--- config.mk ---
export PLATFORM = sky130hd
export DESIGN_NAME = pcm24_biquad_df2t
export DESIGN_NICKNAME = d
export VERILOG_FILES = /design/src/rtl/pbq_pkg.sv /design/src/rtl/pbq_mul.sv /design/src/rtl/pcm24_biquad_df2t.sv
export SDC_FILE = /design/constraint.sdc
export NUM_CORES = 2
export LEC_CHECK = 0
export BUFFER_PORTS_ARGS = -buffer_cell sky130_fd_sc_hd__buf_2
export CORE_ASPECT_RATIO = 1.5
export CORE_UTILIZATION = 44
export CTS_CLUSTER_SIZE = 16
export DETAILED_ROUTE_END_ITERATION = 16
export SLEW_MARGIN = 5
export SYNTH_ARGS = -nofsm -noshare
export SYNTH_HDL_FRONTEND = slang
export SYNTH_SLANG_ARGS = --single-unit
--- constraint.sdc ---
create_clock -name clock -period 9.95 [get_ports clock]
set_input_delay 1.99 -clock clock [delete_from_list [all_inputs] [get_ports clock]]
set_output_delay 1.99 -clock clock [all_outputs]
set_load 0.02 [all_outputs]
--- src/rtl/pbq_pkg.sv ---
package pbq_pkg;

   localparam int COEF_W              = 32;
   localparam int STATE_W             = 48;
   localparam int NUM_COEFS           = 5;
   localparam int CSR_IDX_W           = 3;

   localparam int DEF_SAMPLE_BITS     = 24;
   localparam int DEF_COEF_FRAC_BITS  = 28;
   localparam int DEF_STATE_FRAC_BITS = 32;

   localparam logic [CSR_IDX_W-1:0] CSR_B0 = 3'd0;
   localparam logic [CSR_IDX_W-1:0] CSR_B1 = 3'd1;
   localparam logic [CSR_IDX_W-1:0] CSR_B2 = 3'd2;
   localparam logic [CSR_IDX_W-1:0] CSR_A1 = 3'd3;
   localparam logic [CSR_IDX_W-1:0] CSR_A2 = 3'd4;

   typedef enum logic [2:0] {
      ST_IDLE,
      ST_MUL_X,
      ST_SUM_Y,
      ST_LOAD_Y,
      ST_MUL_Y,
      ST_SUM_Z,
      ST_ROUND,
      ST_PACK
   } ctl_state_type;

   typedef enum logic [1:0] {
      MS_IDLE,
      MS_RUN,
      MS_FIX
   } mul_state_type;

   typedef struct packed {
      logic start;
      logic use_y;
   } mul_ctrl_type;

endpackage

--- src/rtl/pbq_mul.sv ---
module pbq_mul
   import pbq_pkg::*;
#(
   parameter int SAMPLE_BITS     = DEF_SAMPLE_BITS,
   parameter int COEF_FRAC_BITS  = DEF_COEF_FRAC_BITS,
   parameter int STATE_FRAC_BITS = DEF_STATE_FRAC_BITS
) (
   input  logic                       clock,
   input  logic                       reset,
   input  mul_ctrl_type               ctrl,
   input  logic signed [COEF_W-1:0]   coef,
   input  logic signed [STATE_W-1:0]  operand,
   output logic                       done,
   output logic signed [STATE_W-1:0]  product
);

   localparam int NDIG   = STATE_W / 2;
   localparam int CNT_W  = $clog2(NDIG);
   localparam int HI_W   = COEF_W + 3;
   localparam int PROD_W = HI_W + STATE_W;
   localparam int SH_X   = COEF_FRAC_BITS + SAMPLE_BITS - 1 - STATE_FRAC_BITS;
   localparam int SHL_X  = (SH_X < 0) ? -SH_X : 0;
   localparam int SHR_X  = (SH_X > 0) ? SH_X : 0;
   localparam int SH_Y   = COEF_FRAC_BITS;
   localparam int EXT_W  = PROD_W + SHL_X;

   localparam logic signed [STATE_W-1:0] ST_MAX = {1'b0, {(STATE_W-1){1'b1}}};
   localparam logic signed [STATE_W-1:0] ST_MIN = {1'b1, {(STATE_W-1){1'b0}}};

   mul_state_type              state_ff, state_in;
   logic [CNT_W-1:0]           cnt_ff;
   logic signed [COEF_W-1:0]   coef_ff;
   logic [STATE_W-1:0]         opnd_ff;
   logic signed [HI_W-1:0]     hi_ff;
   logic [STATE_W-1:0]         lo_ff;
   logic                       use_y_ff;
   logic                       done_ff;
   logic signed [STATE_W-1:0]  res_ff;

   logic                       last_digit;
   logic signed [HI_W-1:0]     a_ext;
   logic signed [HI_W-1:0]     m1;
   logic signed [HI_W-1:0]     m2;
   logic signed [HI_W-1:0]     step_sum;
   logic signed [PROD_W-1:0]   prod;
   logic signed [EXT_W-1:0]    ext;
   logic signed [EXT_W-1:0]    sh_val;
   logic [EXT_W-STATE_W:0]     top_bits;
   logic signed [STATE_W-1:0]  fix_res;
   logic                       load;
   logic                       step;
   logic                       fix;

   always_comb begin
      state_in = state_ff;
      unique case (state_ff)
         MS_IDLE: begin
            if (ctrl.start) begin
               state_in = MS_RUN;
            end
         end
         MS_RUN: begin
            if (last_digit) begin
               state_in = MS_FIX;
            end
         end
         MS_FIX: begin
            state_in = MS_IDLE;
         end
         default: begin
            state_in = MS_IDLE;
         end
      endcase
   end

   always_comb begin
      load = 1'b0;
      step = 1'b0;
      fix  = 1'b0;
      unique case (state_ff)
         MS_IDLE: load = ctrl.start;
         MS_RUN:  step = 1'b1;
         MS_FIX:  fix  = 1'b1;
         default: load = 1'b0;
      endcase
   end

   always_comb begin
      last_digit = (cnt_ff == CNT_W'(NDIG - 1));
      a_ext      = HI_W'(coef_ff);
      m1         = opnd_ff[0] ? a_ext : '0;
      m2         = opnd_ff[1] ? (a_ext <<< 1) : '0;
      step_sum   = last_digit ? (hi_ff + m1 - m2) : (hi_ff + m1 + m2);
   end

   always_comb begin
      prod     = {hi_ff, lo_ff};
      ext      = EXT_W'(prod);
      sh_val   = use_y_ff ? (ext >>> SH_Y) : ((ext <<< SHL_X) >>> SHR_X);
      top_bits = sh_val[EXT_W-1:STATE_W-1];
      if ((&top_bits) || !(|top_bits)) begin
         fix_res = sh_val[STATE_W-1:0];
      end else begin
         fix_res = sh_val[EXT_W-1] ? ST_MIN : ST_MAX;
      end
   end

   always_ff @(posedge clock) begin
      if (reset) begin
         state_ff <= MS_IDLE;
         done_ff  <= 1'b0;
      end else begin
         state_ff <= state_in;
         done_ff  <= fix;
      end
   end

   always_ff @(posedge clock) begin
      if (load) begin
         cnt_ff   <= '0;
         coef_ff  <= coef;
         opnd_ff  <= operand;
         hi_ff    <= '0;
         lo_ff    <= '0;
         use_y_ff <= ctrl.use_y;
      end else if (step) begin
         cnt_ff  <= cnt_ff + CNT_W'(1);
         opnd_ff <= opnd_ff >> 2;
         hi_ff   <= step_sum >>> 2;
         lo_ff   <= {step_sum[1:0], lo_ff[STATE_W-1:2]};
      end
      if (fix) begin
         res_ff <= fix_res;
      end
   end

   assign done    = done_ff;
   assign product = res_ff;

endmodule

--- src/rtl/pcm24_biquad_df2t.sv ---
// Channel  Dir  Handshake              Payload
// req      in   req_tvalid/req_tready  tuser: mode; tdata: sample_in
// rsp      out  rsp_tvalid/rsp_tready  tdata: sample_out
// csr      in   csr_we                 csr_index, csr_wdata (coefficient)
//
// A filter transaction runs two passes of radix-4 serial multipliers,
// STATE_W/2 digit steps each, plus sum, round and pack steps.
// A clear transaction (mode 1) zeroes the filter state and yields no result.
// Reset is synchronous: coefficients go to pass-through, state to zero.
// A pending result waits in the output register while the next sample is
// computed; the pack step holds only if that register is still occupied.
module pcm24_biquad_df2t
   import pbq_pkg::*;
#(
   parameter int SAMPLE_BITS     = DEF_SAMPLE_BITS,
   parameter int COEF_FRAC_BITS  = DEF_COEF_FRAC_BITS,
   parameter int STATE_FRAC_BITS = DEF_STATE_FRAC_BITS,
   localparam int DATA_W         = ((SAMPLE_BITS + 7) / 8) * 8
) (
   input  logic                  clock,
   input  logic                  reset,
   input  logic                  req_tvalid,
   output logic                  req_tready,
   input  logic [DATA_W-1:0]     req_tdata,   // sample_in
   input  logic                  req_tuser,   // mode
   output logic                  rsp_tvalid,
   input  logic                  rsp_tready,
   output logic [DATA_W-1:0]     rsp_tdata,   // sample_out
   input  logic                  csr_we,
   input  logic [CSR_IDX_W-1:0]  csr_index,
   input  logic [COEF_W-1:0]     csr_wdata
);

   localparam int D   = STATE_FRAC_BITS - (SAMPLE_BITS - 1);
   localparam int D_R = (D > 0) ? D : 0;
   localparam int D_L = (D < 0) ? -D : 0;
   localparam int QW  = STATE_W + 1 + D_L;
   localparam int SW  = STATE_W + 2;

   localparam logic [QW-1:0] HALF_Q = (QW'(1) << D_R) >> 1;
   localparam logic [QW-1:0] LIM_Q  = QW'(1) << (SAMPLE_BITS - 1);
   localparam logic [SAMPLE_BITS-1:0] OUT_MAX = {1'b0, {(SAMPLE_BITS-1){1'b1}}};
   localparam logic [SAMPLE_BITS-1:0] OUT_MIN = {1'b1, {(SAMPLE_BITS-1){1'b0}}};
   localparam logic signed [STATE_W-1:0] ST_MAX = {1'b0, {(STATE_W-1){1'b1}}};
   localparam logic signed [STATE_W-1:0] ST_MIN = {1'b1, {(STATE_W-1){1'b0}}};

   function automatic logic signed [STATE_W-1:0] sat_sum(input logic signed [SW-1:0] v);
      logic [2:0] top;
      top = v[SW-1:STATE_W-1];
      if ((&top) || !(|top)) begin
         return v[STATE_W-1:0];
      end
      return v[SW-1] ? ST_MIN : ST_MAX;
   endfunction

   ctl_state_type              state_ff, state_in;
   logic signed [COEF_W-1:0]   b0_ff, b1_ff, b2_ff, a1_ff, a2_ff;
   logic signed [STATE_W-1:0]  z1_ff, z2_ff;
   logic signed [STATE_W-1:0]  y_ff;
   logic signed [STATE_W-1:0]  px1_ff, px2_ff;
   logic [STATE_W-1:0]         mag_ff;
   logic [QW-1:0]              rnd_ff;
   logic                       rsp_valid_ff;
   logic [SAMPLE_BITS-1:0]     rsp_data_ff;

   logic                       req_accept;
   logic                       clear_req;
   logic                       start_x;
   logic                       start_y;
   logic                       out_free;
   logic                       pack_go;
   logic                       sum_y_go;
   logic                       sum_z_go;
   logic                       round_go;
   logic signed [STATE_W-1:0]  x_ext;
   logic signed [STATE_W-1:0]  operand;
   mul_ctrl_type               ctrl_ab;
   mul_ctrl_type               ctrl_c;
   logic signed [COEF_W-1:0]   coef0, coef1;
   logic                       done0, done1, done2;
   logic signed [STATE_W-1:0]  res0, res1, res2;
   logic signed [SW-1:0]       y_sum, z1_sum, z2_sum;
   logic [QW-1:0]              rnd_in;
   logic [QW-1:0]              rnd_neg;
   logic [SAMPLE_BITS-1:0]     q_out;

   assign req_accept = req_tvalid && req_tready;
   assign out_free   = !rsp_valid_ff || rsp_tready;

   always_comb begin
      state_in = state_ff;
      unique case (state_ff)
         ST_IDLE: begin
            if (req_accept && !req_tuser) begin
               state_in = ST_MUL_X;
            end
         end
         ST_MUL_X: begin
            if (done0 && done1 && done2) begin
               state_in = ST_SUM_Y;
            end
         end
         ST_SUM_Y:  state_in = ST_LOAD_Y;
         ST_LOAD_Y: state_in = ST_MUL_Y;
         ST_MUL_Y: begin
            if (done0 && done1) begin
               state_in = ST_SUM_Z;
            end
         end
         ST_SUM_Z:  state_in = ST_ROUND;
         ST_ROUND:  state_in = ST_PACK;
         ST_PACK: begin
            if (out_free) begin
               state_in = ST_IDLE;
            end
         end
         default: state_in = ST_IDLE;
      endcase
   end

   always_comb begin
      req_tready = 1'b0;
      start_x    = 1'b0;
      clear_req  = 1'b0;
      start_y    = 1'b0;
      sum_y_go   = 1'b0;
      sum_z_go   = 1'b0;
      round_go   = 1'b0;
      pack_go    = 1'b0;
      unique case (state_ff)
         ST_IDLE: begin
            req_tready = 1'b1;
            start_x    = req_tvalid && !req_tuser;
            clear_req  = req_tvalid && req_tuser;
         end
         ST_SUM_Y:  sum_y_go = 1'b1;
         ST_LOAD_Y: start_y  = 1'b1;
         ST_SUM_Z:  sum_z_go = 1'b1;
         ST_ROUND:  round_go = 1'b1;
         ST_PACK:   pack_go  = out_free;
         default:   req_tready = 1'b0;
      endcase
   end

   always_comb begin
      x_ext         = STATE_W'($signed(req_tdata[SAMPLE_BITS-1:0]));
      operand       = start_y ? y_ff : x_ext;
      coef0         = start_y ? a1_ff : b0_ff;
      coef1         = start_y ? a2_ff : b1_ff;
      ctrl_ab.start = start_x || start_y;
      ctrl_ab.use_y = start_y;
      ctrl_c.start  = start_x;
      ctrl_c.use_y  = 1'b0;
   end

   pbq_mul #(
      .SAMPLE_BITS     (SAMPLE_BITS),
      .COEF_FRAC_BITS  (COEF_FRAC_BITS),
      .STATE_FRAC_BITS (STATE_FRAC_BITS)
   ) u_mul0 (
      .clock   (clock),
      .reset   (reset),
      .ctrl    (ctrl_ab),
      .coef    (coef0),
      .operand (operand),
      .done    (done0),
      .product (res0)
   );

   pbq_mul #(
      .SAMPLE_BITS     (SAMPLE_BITS),
      .COEF_FRAC_BITS  (COEF_FRAC_BITS),
      .STATE_FRAC_BITS (STATE_FRAC_BITS)
   ) u_mul1 (
      .clock   (clock),
      .reset   (reset),
      .ctrl    (ctrl_ab),
      .coef    (coef1),
      .operand (operand),
      .done    (done1),
      .product (res1)
   );

   pbq_mul #(
      .SAMPLE_BITS     (SAMPLE_BITS),
      .COEF_FRAC_BITS  (COEF_FRAC_BITS),
      .STATE_FRAC_BITS (STATE_FRAC_BITS)
   ) u_mul2 (
      .clock   (clock),
      .reset   (reset),
      .ctrl    (ctrl_c),
      .coef    (b2_ff),
      .operand (operand),
      .done    (done2),
      .product (res2)
   );

   always_comb begin
      y_sum   = SW'(res0) + SW'(z1_ff);
      z1_sum  = SW'(px1_ff) - SW'(res0) + SW'(z2_ff);
      z2_sum  = SW'(px2_ff) - SW'(res1);
      rnd_in  = ((QW'(mag_ff) + HALF_Q) >> D_R) << D_L;
      rnd_neg = -rnd_ff;
      if (y_ff[STATE_W-1]) begin
         q_out = (rnd_ff > LIM_Q) ? OUT_MIN : rnd_neg[SAMPLE_BITS-1:0];
      end else begin
         q_out = (rnd_ff >= LIM_Q) ? OUT_MAX : rnd_ff[SAMPLE_BITS-1:0];
      end
   end

   always_ff @(posedge clock) begin
      if (reset) begin
         state_ff     <= ST_IDLE;
         rsp_valid_ff <= 1'b0;
         b0_ff        <= COEF_W'(1) << COEF_FRAC_BITS;
         b1_ff        <= '0;
         b2_ff        <= '0;
         a1_ff        <= '0;
         a2_ff        <= '0;
         z1_ff        <= '0;
         z2_ff        <= '0;
      end else begin
         state_ff <= state_in;
         if (pack_go) begin
            rsp_valid_ff <= 1'b1;
         end else if (rsp_tready) begin
            rsp_valid_ff <= 1'b0;
         end
         if (csr_we) begin
            unique case (csr_index)
               CSR_B0:  b0_ff <= csr_wdata;
               CSR_B1:  b1_ff <= csr_wdata;
               CSR_B2:  b2_ff <= csr_wdata;
               CSR_A1:  a1_ff <= csr_wdata;
               CSR_A2:  a2_ff <= csr_wdata;
               default: b0_ff <= b0_ff;
            endcase
         end
         if (clear_req) begin
            z1_ff <= '0;
            z2_ff <= '0;
         end else if (sum_z_go) begin
            z1_ff <= sat_sum(z1_sum);
            z2_ff <= sat_sum(z2_sum);
         end
      end
   end

   always_ff @(posedge clock) begin
      if (sum_y_go) begin
         y_ff   <= sat_sum(y_sum);
         px1_ff <= res1;
         px2_ff <= res2;
      end
      if (start_y) begin
         mag_ff <= y_ff[STATE_W-1] ? STATE_W'(-y_ff) : STATE_W'(y_ff);
      end
      if (round_go) begin
         rnd_ff <= rnd_in;
      end
      if (pack_go) begin
         rsp_data_ff <= q_out;
      end
   end

   assign rsp_tvalid = rsp_valid_ff;
   assign rsp_tdata  = DATA_W'(rsp_data_ff);

endmodule
==> flow_results.xml <==
<?xml version="1.0" encoding="UTF-8"?>
<metrics>
  <group name="run_status">
    <metric name="outcome" unit="">finished clean</metric>
  </group>
  <group name="route">
    <metric name="drt-vias-per-instance" unit="">5.577</metric>
    <metric name="remaining_drc_errors" unit="">0</metric>
    <metric name="average_wire_length_per_cell_after_detail_routing" unit="um">19.97</metric>
    <metric name="routed-via-count" unit="">51841</metric>
    <metric name="antenna_violating_nets_post_route" unit="">0</metric>
    <metric name="drt-initial-drc-count" unit="">3007</metric>
    <metric name="totalWireLength" unit="um">185600</metric>
    <metric name="drt-pass1-iter-count" unit="">6</metric>
  </group>
  <group name="timing">
    <metric name="timing.setup.tns" unit="ns">0</metric>
    <metric name="worstMarginPinSlew" unit="ns">1.217</metric>
    <metric name="worst_setup_margin" unit="ns">3.574</metric>
    <metric name="slew_headroom" unit="%">18.00</metric>
    <metric name="fin_crit" unit="ns">6.376</metric>
    <metric name="max_freq" unit="GHz">0.1568</metric>
    <metric name="final_hold_viols" unit="">0</metric>
    <metric name="slew_violations" unit="">0</metric>
    <metric name="setup_repair_after_global_routing_missed_its_margin" unit="">no</metric>
    <metric name="final_clock_skew" unit="ns">0.03039</metric>
    <metric name="fin_worst_hold_slack" unit="ns">0.4156</metric>
    <metric name="setup_violations" unit="">0</metric>
    <metric name="final_worst_path_cycle_share" unit="%">64.08</metric>
  </group>
  <group name="power_and_ir_drop">
    <metric name="total_switching_power" unit="mW">7.759</metric>
    <metric name="power_frac_seq" unit="%">33.7</metric>
    <metric name="power_density" unit="nW/um^2">272.9</metric>
    <metric name="p_leak" unit="nW">28.60</metric>
    <metric name="power.combinational.fraction" unit="%">44.2</metric>
    <metric name="clockPowerShare" unit="%">22.2</metric>
    <metric name="p_int" unit="mW">11.70</metric>
    <metric name="swShare" unit="%">39.88</metric>
    <metric name="vdd_ir_drop_max" unit="mV">0.1742</metric>
  </group>
  <group name="placed_design">
    <metric name="port-buffer-count" unit="">90</metric>
    <metric name="gp_routability_congestion" unit="">0.9499</metric>
    <metric name="hpwlAfterDp" unit="um">141200</metric>
    <metric name="placedCellCount" unit="">9088</metric>
    <metric name="post-place-ws" unit="ns">3.572</metric>
  </group>
  <group name="yosys">
    <metric name="yosys_warnings" unit="">0</metric>
    <metric name="share_of_the_yosys_chip_area_belonging_to_registers" unit="%">43.48</metric>
    <metric name="synth_mux_area_share" unit="%">1.991</metric>
    <metric name="main_combinational_cell_family_by_area_after_synthesis" unit="">compound AO/OA/AOI/OAI gates</metric>
    <metric name="synth_fa_ha_area_share" unit="%">8.517</metric>
    <metric name="synth_compound_gate_area_share" unit="%">18.93</metric>
    <metric name="syn_area_per_cell" unit="sq um">8.868</metric>
    <metric name="post_synth_inst_count" unit="">7378</metric>
    <metric name="ys.flop_type" unit="">sky130_fd_sc_hd__edfxtp_1</metric>
    <metric name="synth.distinct_cells" unit="">77</metric>
    <metric name="ys_async_sr_fraction" unit="%">0</metric>
    <metric name="share_of_the_synthesized_netlist_area_taken_by_xor_and_xnor_gates" unit="%">5.823</metric>
    <metric name="synth.net_count" unit="">7855</metric>
    <metric name="synth-seq-cells" unit="">1104</metric>
    <metric name="syn-cell-area" unit="sq um">65430</metric>
    <metric name="simple_gate_area_share_of_the_yosys_netlist" unit="%">17.18</metric>
    <metric name="synth_edf_count" unit="">634</metric>
  </group>
  <group name="setup_path">
    <metric name="timing.critical_path.to" unit="">u_mul2.hi_ff[32]$_SDFFE_PP0P_</metric>
    <metric name="arrival" unit="ns">6.97</metric>
    <metric name="critical_path.max_fanout" unit="">32</metric>
    <metric name="worst_r2r_endpoint" unit="">u_mul2.hi_ff[32]$_SDFFE_PP0P_</metric>
    <metric name="start_kind" unit="">flip-flop</metric>
    <metric name="cp-startpoint" unit="">u_mul2.opnd_ff[0]$_DFFE_PP_</metric>
    <metric name="cp-end-kind" unit="">flip-flop</metric>
    <metric name="critPathRequiredTime" unit="ns">10.54</metric>
    <metric name="rr_startpoint" unit="">u_mul2.opnd_ff[0]$_DFFE_PP_</metric>
    <metric name="worst-r2r-setup-slack" unit="ns">3.57</metric>
    <metric name="timing.setup.critical_path_class" unit="">flip-flop to flip-flop</metric>
    <metric name="worstRegToRegCells" unit="">23</metric>
  </group>
  <group name="final_layout">
    <metric name="final_cells" unit="">9296</metric>
    <metric name="regArea" unit="sq um">28450</metric>
    <metric name="final_net_count" unit="">7753</metric>
    <metric name="multi_input_logic_area" unit="sq um">34510</metric>
    <metric name="layout-drive-gt1-share" unit="%">5.563</metric>
    <metric name="num-fill-cells" unit="">14186</metric>
    <metric name="final_core_util" unit="%">48.23</metric>
    <metric name="areaGrowthSynthToFinish" unit="%">8.964</metric>
  </group>
  <group name="global_route">
    <metric name="grt_overflow_total" unit="">0</metric>
    <metric name="grt_pass1_vias" unit="">50264</metric>
    <metric name="grt_first_pass_wirelength" unit="um">284800</metric>
    <metric name="antenna_found_initial" unit="">2</metric>
    <metric name="grt_max_degree" unit="">145</metric>
    <metric name="gr-usage-all-layers" unit="%">24.34</metric>
  </group>
  <group name="clocking">
    <metric name="cts.sinks" unit="">1104</metric>
    <metric name="cts_resized" unit="">0</metric>
    <metric name="htreeDepth" unit="">3</metric>
    <metric name="ctsLongestPathBuffers" unit="">3</metric>
    <metric name="worstSkewPairLatency" unit="ns">0.74</metric>
    <metric name="clock_transition_at_the_register_clock_pins_on_the_worst_setup_and_hold_paths_after_cts" unit="ns">0.07</metric>
    <metric name="post-cts-setup-buffer-count" unit="">0</metric>
    <metric name="cts_hold_repair.buffers" unit="">0</metric>
    <metric name="tritoncts_clock_tree" unit="">done</metric>
    <metric name="cts-buffers-inserted" unit="">111</metric>
    <metric name="clk_root_buffer_cell" unit="">sky130_fd_sc_hd__clkbuf_16</metric>
  </group>
  <group name="floorplanning">
    <metric name="area_enclosed_by_the_die_boundary" unit="sq um">150300</metric>
    <metric name="coreArea" unit="sq um">147800</metric>
    <metric name="die_h" unit="um">474.3</metric>
    <metric name="die_width" unit="um">316.9</metric>
    <metric name="floorplan.initialDensity" unit="%">44.26</metric>
    <metric name="i_o_pin_cnt" unit="">91</metric>
    <metric name="rows" unit="">173</metric>
  </group>
  <group name="worst_hold_path">
    <metric name="holdCritPathClass" unit="">flip-flop to flip-flop</metric>
  </group>
  <group name="job">
    <metric name="maxCapViolCount" unit="">0</metric>
  </group>
</metrics>
==> final cells by class <==
cell class	instances	share of cell area (%)
diodes	1	0.003510
repair buffers	150	1.290
inverters	346	1.825
flip-flops and latches	1104	39.90
well taps	1925	3.378
clock buffers	139	4.115
multi-input cells	5563	48.40
clock inverters	68	1.086
==> routing by layer <==
layer  wire length [um]  vias up  track usage, %  part of all wire (%)
li1                   -    25805               -                     -
met1              71900    24500           26.84                    39
met2              98330     1170           45.87                    53
met3               5998      366           2.277                   3.2
met4               9389        0           11.95                   5.1
met5                  0        -               0                     0
==> critical path: stages, from the launching register on <==
cell                        delay (ns)
sky130_fd_sc_hd__edfxtp_1         0.90
sky130_fd_sc_hd__and2_1           0.28
sky130_fd_sc_hd__ha_1             0.25
sky130_fd_sc_hd__a21o_1           0.16
sky130_fd_sc_hd__a21o_1           0.19
sky130_fd_sc_hd__a21oi_1          0.31
sky130_fd_sc_hd__a2111oi_0        0.19
sky130_fd_sc_hd__buf_4            0.18
sky130_fd_sc_hd__o21ai_0          0.32
sky130_fd_sc_hd__nor2_1           0.09
sky130_fd_sc_hd__a211oi_1         0.46
sky130_fd_sc_hd__xnor2_1          0.13
sky130_fd_sc_hd__ha_1             0.38
sky130_fd_sc_hd__and4_1           0.20
sky130_fd_sc_hd__and4_1           0.22
sky130_fd_sc_hd__and4_1           0.20
sky130_fd_sc_hd__a32oi_1          0.29
sky130_fd_sc_hd__a31o_2           0.27
sky130_fd_sc_hd__o311ai_0         0.20
sky130_fd_sc_hd__a21o_1           0.29
sky130_fd_sc_hd__a31o_2           0.27
sky130_fd_sc_hd__a211oi_1         0.25
sky130_fd_sc_hd__xnor2_1          0.14
sky130_fd_sc_hd__o21ai_0          0.08
==> cell usage after synthesis (15+ instances only) <==
| cell | n | area, sq um |
|---|---|---|
| sky130_fd_sc_hd__inv_1 | 344 | 1291 |
| sky130_fd_sc_hd__o41ai_1 | 17 | 148.9 |
| sky130_fd_sc_hd__o21bai_1 | 53 | 397.9 |
| sky130_fd_sc_hd__a221oi_1 | 15 | 131.4 |
| sky130_fd_sc_hd__clkbuf_1 | 326 | 1224 |
| sky130_fd_sc_hd__xor2_1 | 164 | 1436 |
| sky130_fd_sc_hd__and4_1 | 17 | 148.9 |
| sky130_fd_sc_hd__a21o_1 | 238 | 1787 |
| sky130_fd_sc_hd__buf_1 | 38 | 142.6 |
| sky130_fd_sc_hd__a31o_2 | 18 | 157.7 |
| sky130_fd_sc_hd__o21a_1 | 41 | 307.8 |
| sky130_fd_sc_hd__a31oi_1 | 47 | 294.0 |
| sky130_fd_sc_hd__or3_1 | 50 | 312.8 |
| sky130_fd_sc_hd__fa_1 | 53 | 1061 |
| sky130_fd_sc_hd__a211oi_1 | 41 | 307.8 |
| sky130_fd_sc_hd__nand3_1 | 112 | 560.5 |
| sky130_fd_sc_hd__mux2i_1 | 129 | 1291 |
| sky130_fd_sc_hd__o22ai_1 | 21 | 131.4 |
| sky130_fd_sc_hd__dfxtp_1 | 470 | 9409 |
| sky130_fd_sc_hd__edfxtp_1 | 634 | 19040 |
| sky130_fd_sc_hd__nor2b_1 | 59 | 369.1 |
| sky130_fd_sc_hd__o211ai_1 | 32 | 240.2 |
| sky130_fd_sc_hd__nand2_1 | 1315 | 4936 |
| sky130_fd_sc_hd__o31ai_1 | 44 | 330.3 |
| sky130_fd_sc_hd__nor2_1 | 375 | 1408 |
| sky130_fd_sc_hd__and2_1 | 221 | 1383 |
| sky130_fd_sc_hd__o21ai_0 | 625 | 3128 |
| sky130_fd_sc_hd__nor4_1 | 29 | 181.4 |
| sky130_fd_sc_hd__nor3_1 | 83 | 415.4 |
| sky130_fd_sc_hd__a21oi_1 | 769 | 3849 |
| sky130_fd_sc_hd__ha_1 | 359 | 4492 |
| sky130_fd_sc_hd__and3_1 | 29 | 181.4 |
| sky130_fd_sc_hd__or2_2 | 15 | 93.84 |
| sky130_fd_sc_hd__xnor2_1 | 271 | 2374 |
| sky130_fd_sc_hd__nand4_1 | 71 | 444.2 |
| sky130_fd_sc_hd__nand2b_1 | 69 | 431.7 |
==> worst min path at each step <==
stage                                  from              endpoint  slack [ns]  depth (start not counted)
2_1_floorplan   u_mul2.product[0]$_DFFE_PP_   px2_ff[0]$_DFFE_PP_        0.40                          0
3_3_place_gp    u_mul2.product[4]$_DFFE_PP_   px2_ff[4]$_DFFE_PP_        0.40                          0
3_5_place_dp   u_mul2.product[25]$_DFFE_PP_  px2_ff[25]$_DFFE_PP_        0.40                          0
4_1_cts        u_mul2.product[25]$_DFFE_PP_  px2_ff[25]$_DFFE_PP_        0.42                          0
5_1_grt         u_mul2.product[2]$_DFFE_PP_   px2_ff[2]$_DFFE_PP_        0.42                          0
6_report        u_mul2.product[2]$_DFFE_PP_   px2_ff[2]$_DFFE_PP_        0.42                          0
==> through the flow <==
stage,instance area (sq um),power (mW)
finish,71300,19.46
global route,71300,20.78
CTS,71290,19.55
detailed placement,67580,15.19
global placement,67580,15.10
floorplan,65430,12.92
==> power groups by stage <==
stage          registers (mW)  logic [mW]  clock network, mW
2_1_floorplan            6.29        6.63                  0
3_3_place_gp             6.63        8.48                  0
3_5_place_dp             6.64        8.55                  0
4_1_cts                  6.55        8.60               4.40
5_1_grt                  6.61        9.59               4.57
6_report                 6.55        8.60               4.31
==> registers in the layout, summed over array words and instances (netlist names), 33 cells and up <==
signal	cells
mag_ff	40
px1_ff	48
px2_ff	48
rnd_ff	40
u_mul0.hi_ff	33
u_mul0.opnd_ff	48
u_mul0.product	48
u_mul1.hi_ff	33
u_mul1.opnd_ff	48
u_mul1.product	48
u_mul2.hi_ff	33
u_mul2.opnd_ff	48
u_mul2.product	48
y_ff	48
z1_ff	48
z2_ff	48
==> placed cells by master, fill, tap and decap left out, types with 59 or more instances in the layout <==
| cell | synthesis | layout |
|---|---|---|
| sky130_fd_sc_hd__and2_1 | 221 | 219 |
| sky130_fd_sc_hd__nand4_1 | 71 | 71 |
| sky130_fd_sc_hd__mux2i_1 | 129 | 129 |
| sky130_fd_sc_hd__buf_2 | 0 | 89 |
| sky130_fd_sc_hd__inv_1 | 344 | 339 |
| sky130_fd_sc_hd__dfxtp_1 | 470 | 470 |
| sky130_fd_sc_hd__nor3_1 | 83 | 82 |
| sky130_fd_sc_hd__nand2_1 | 1315 | 1315 |
| sky130_fd_sc_hd__nor2_1 | 375 | 371 |
| sky130_fd_sc_hd__a21oi_1 | 769 | 769 |
| sky130_fd_sc_hd__xnor2_1 | 271 | 271 |
| sky130_fd_sc_hd__nand2b_1 | 69 | 64 |
| sky130_fd_sc_hd__edfxtp_1 | 634 | 634 |
| sky130_fd_sc_hd__nand3_1 | 112 | 112 |
| sky130_fd_sc_hd__ha_1 | 359 | 359 |
| sky130_fd_sc_hd__clkbuf_16 | 0 | 112 |
| sky130_fd_sc_hd__o21ai_0 | 625 | 624 |
| sky130_fd_sc_hd__a21o_1 | 238 | 238 |
| sky130_fd_sc_hd__buf_4 | 0 | 59 |
| sky130_fd_sc_hd__xor2_1 | 164 | 164 |
==> logic make-up after synthesis <==
kind of cell,Yosys count
compound gates,2093
flops,1104
simple gates,2491
fa+ha+maj,414
buf+inv,711
mux,130
xor+xnor,435
No activity file was read; power rests on OpenSTA's default activity.
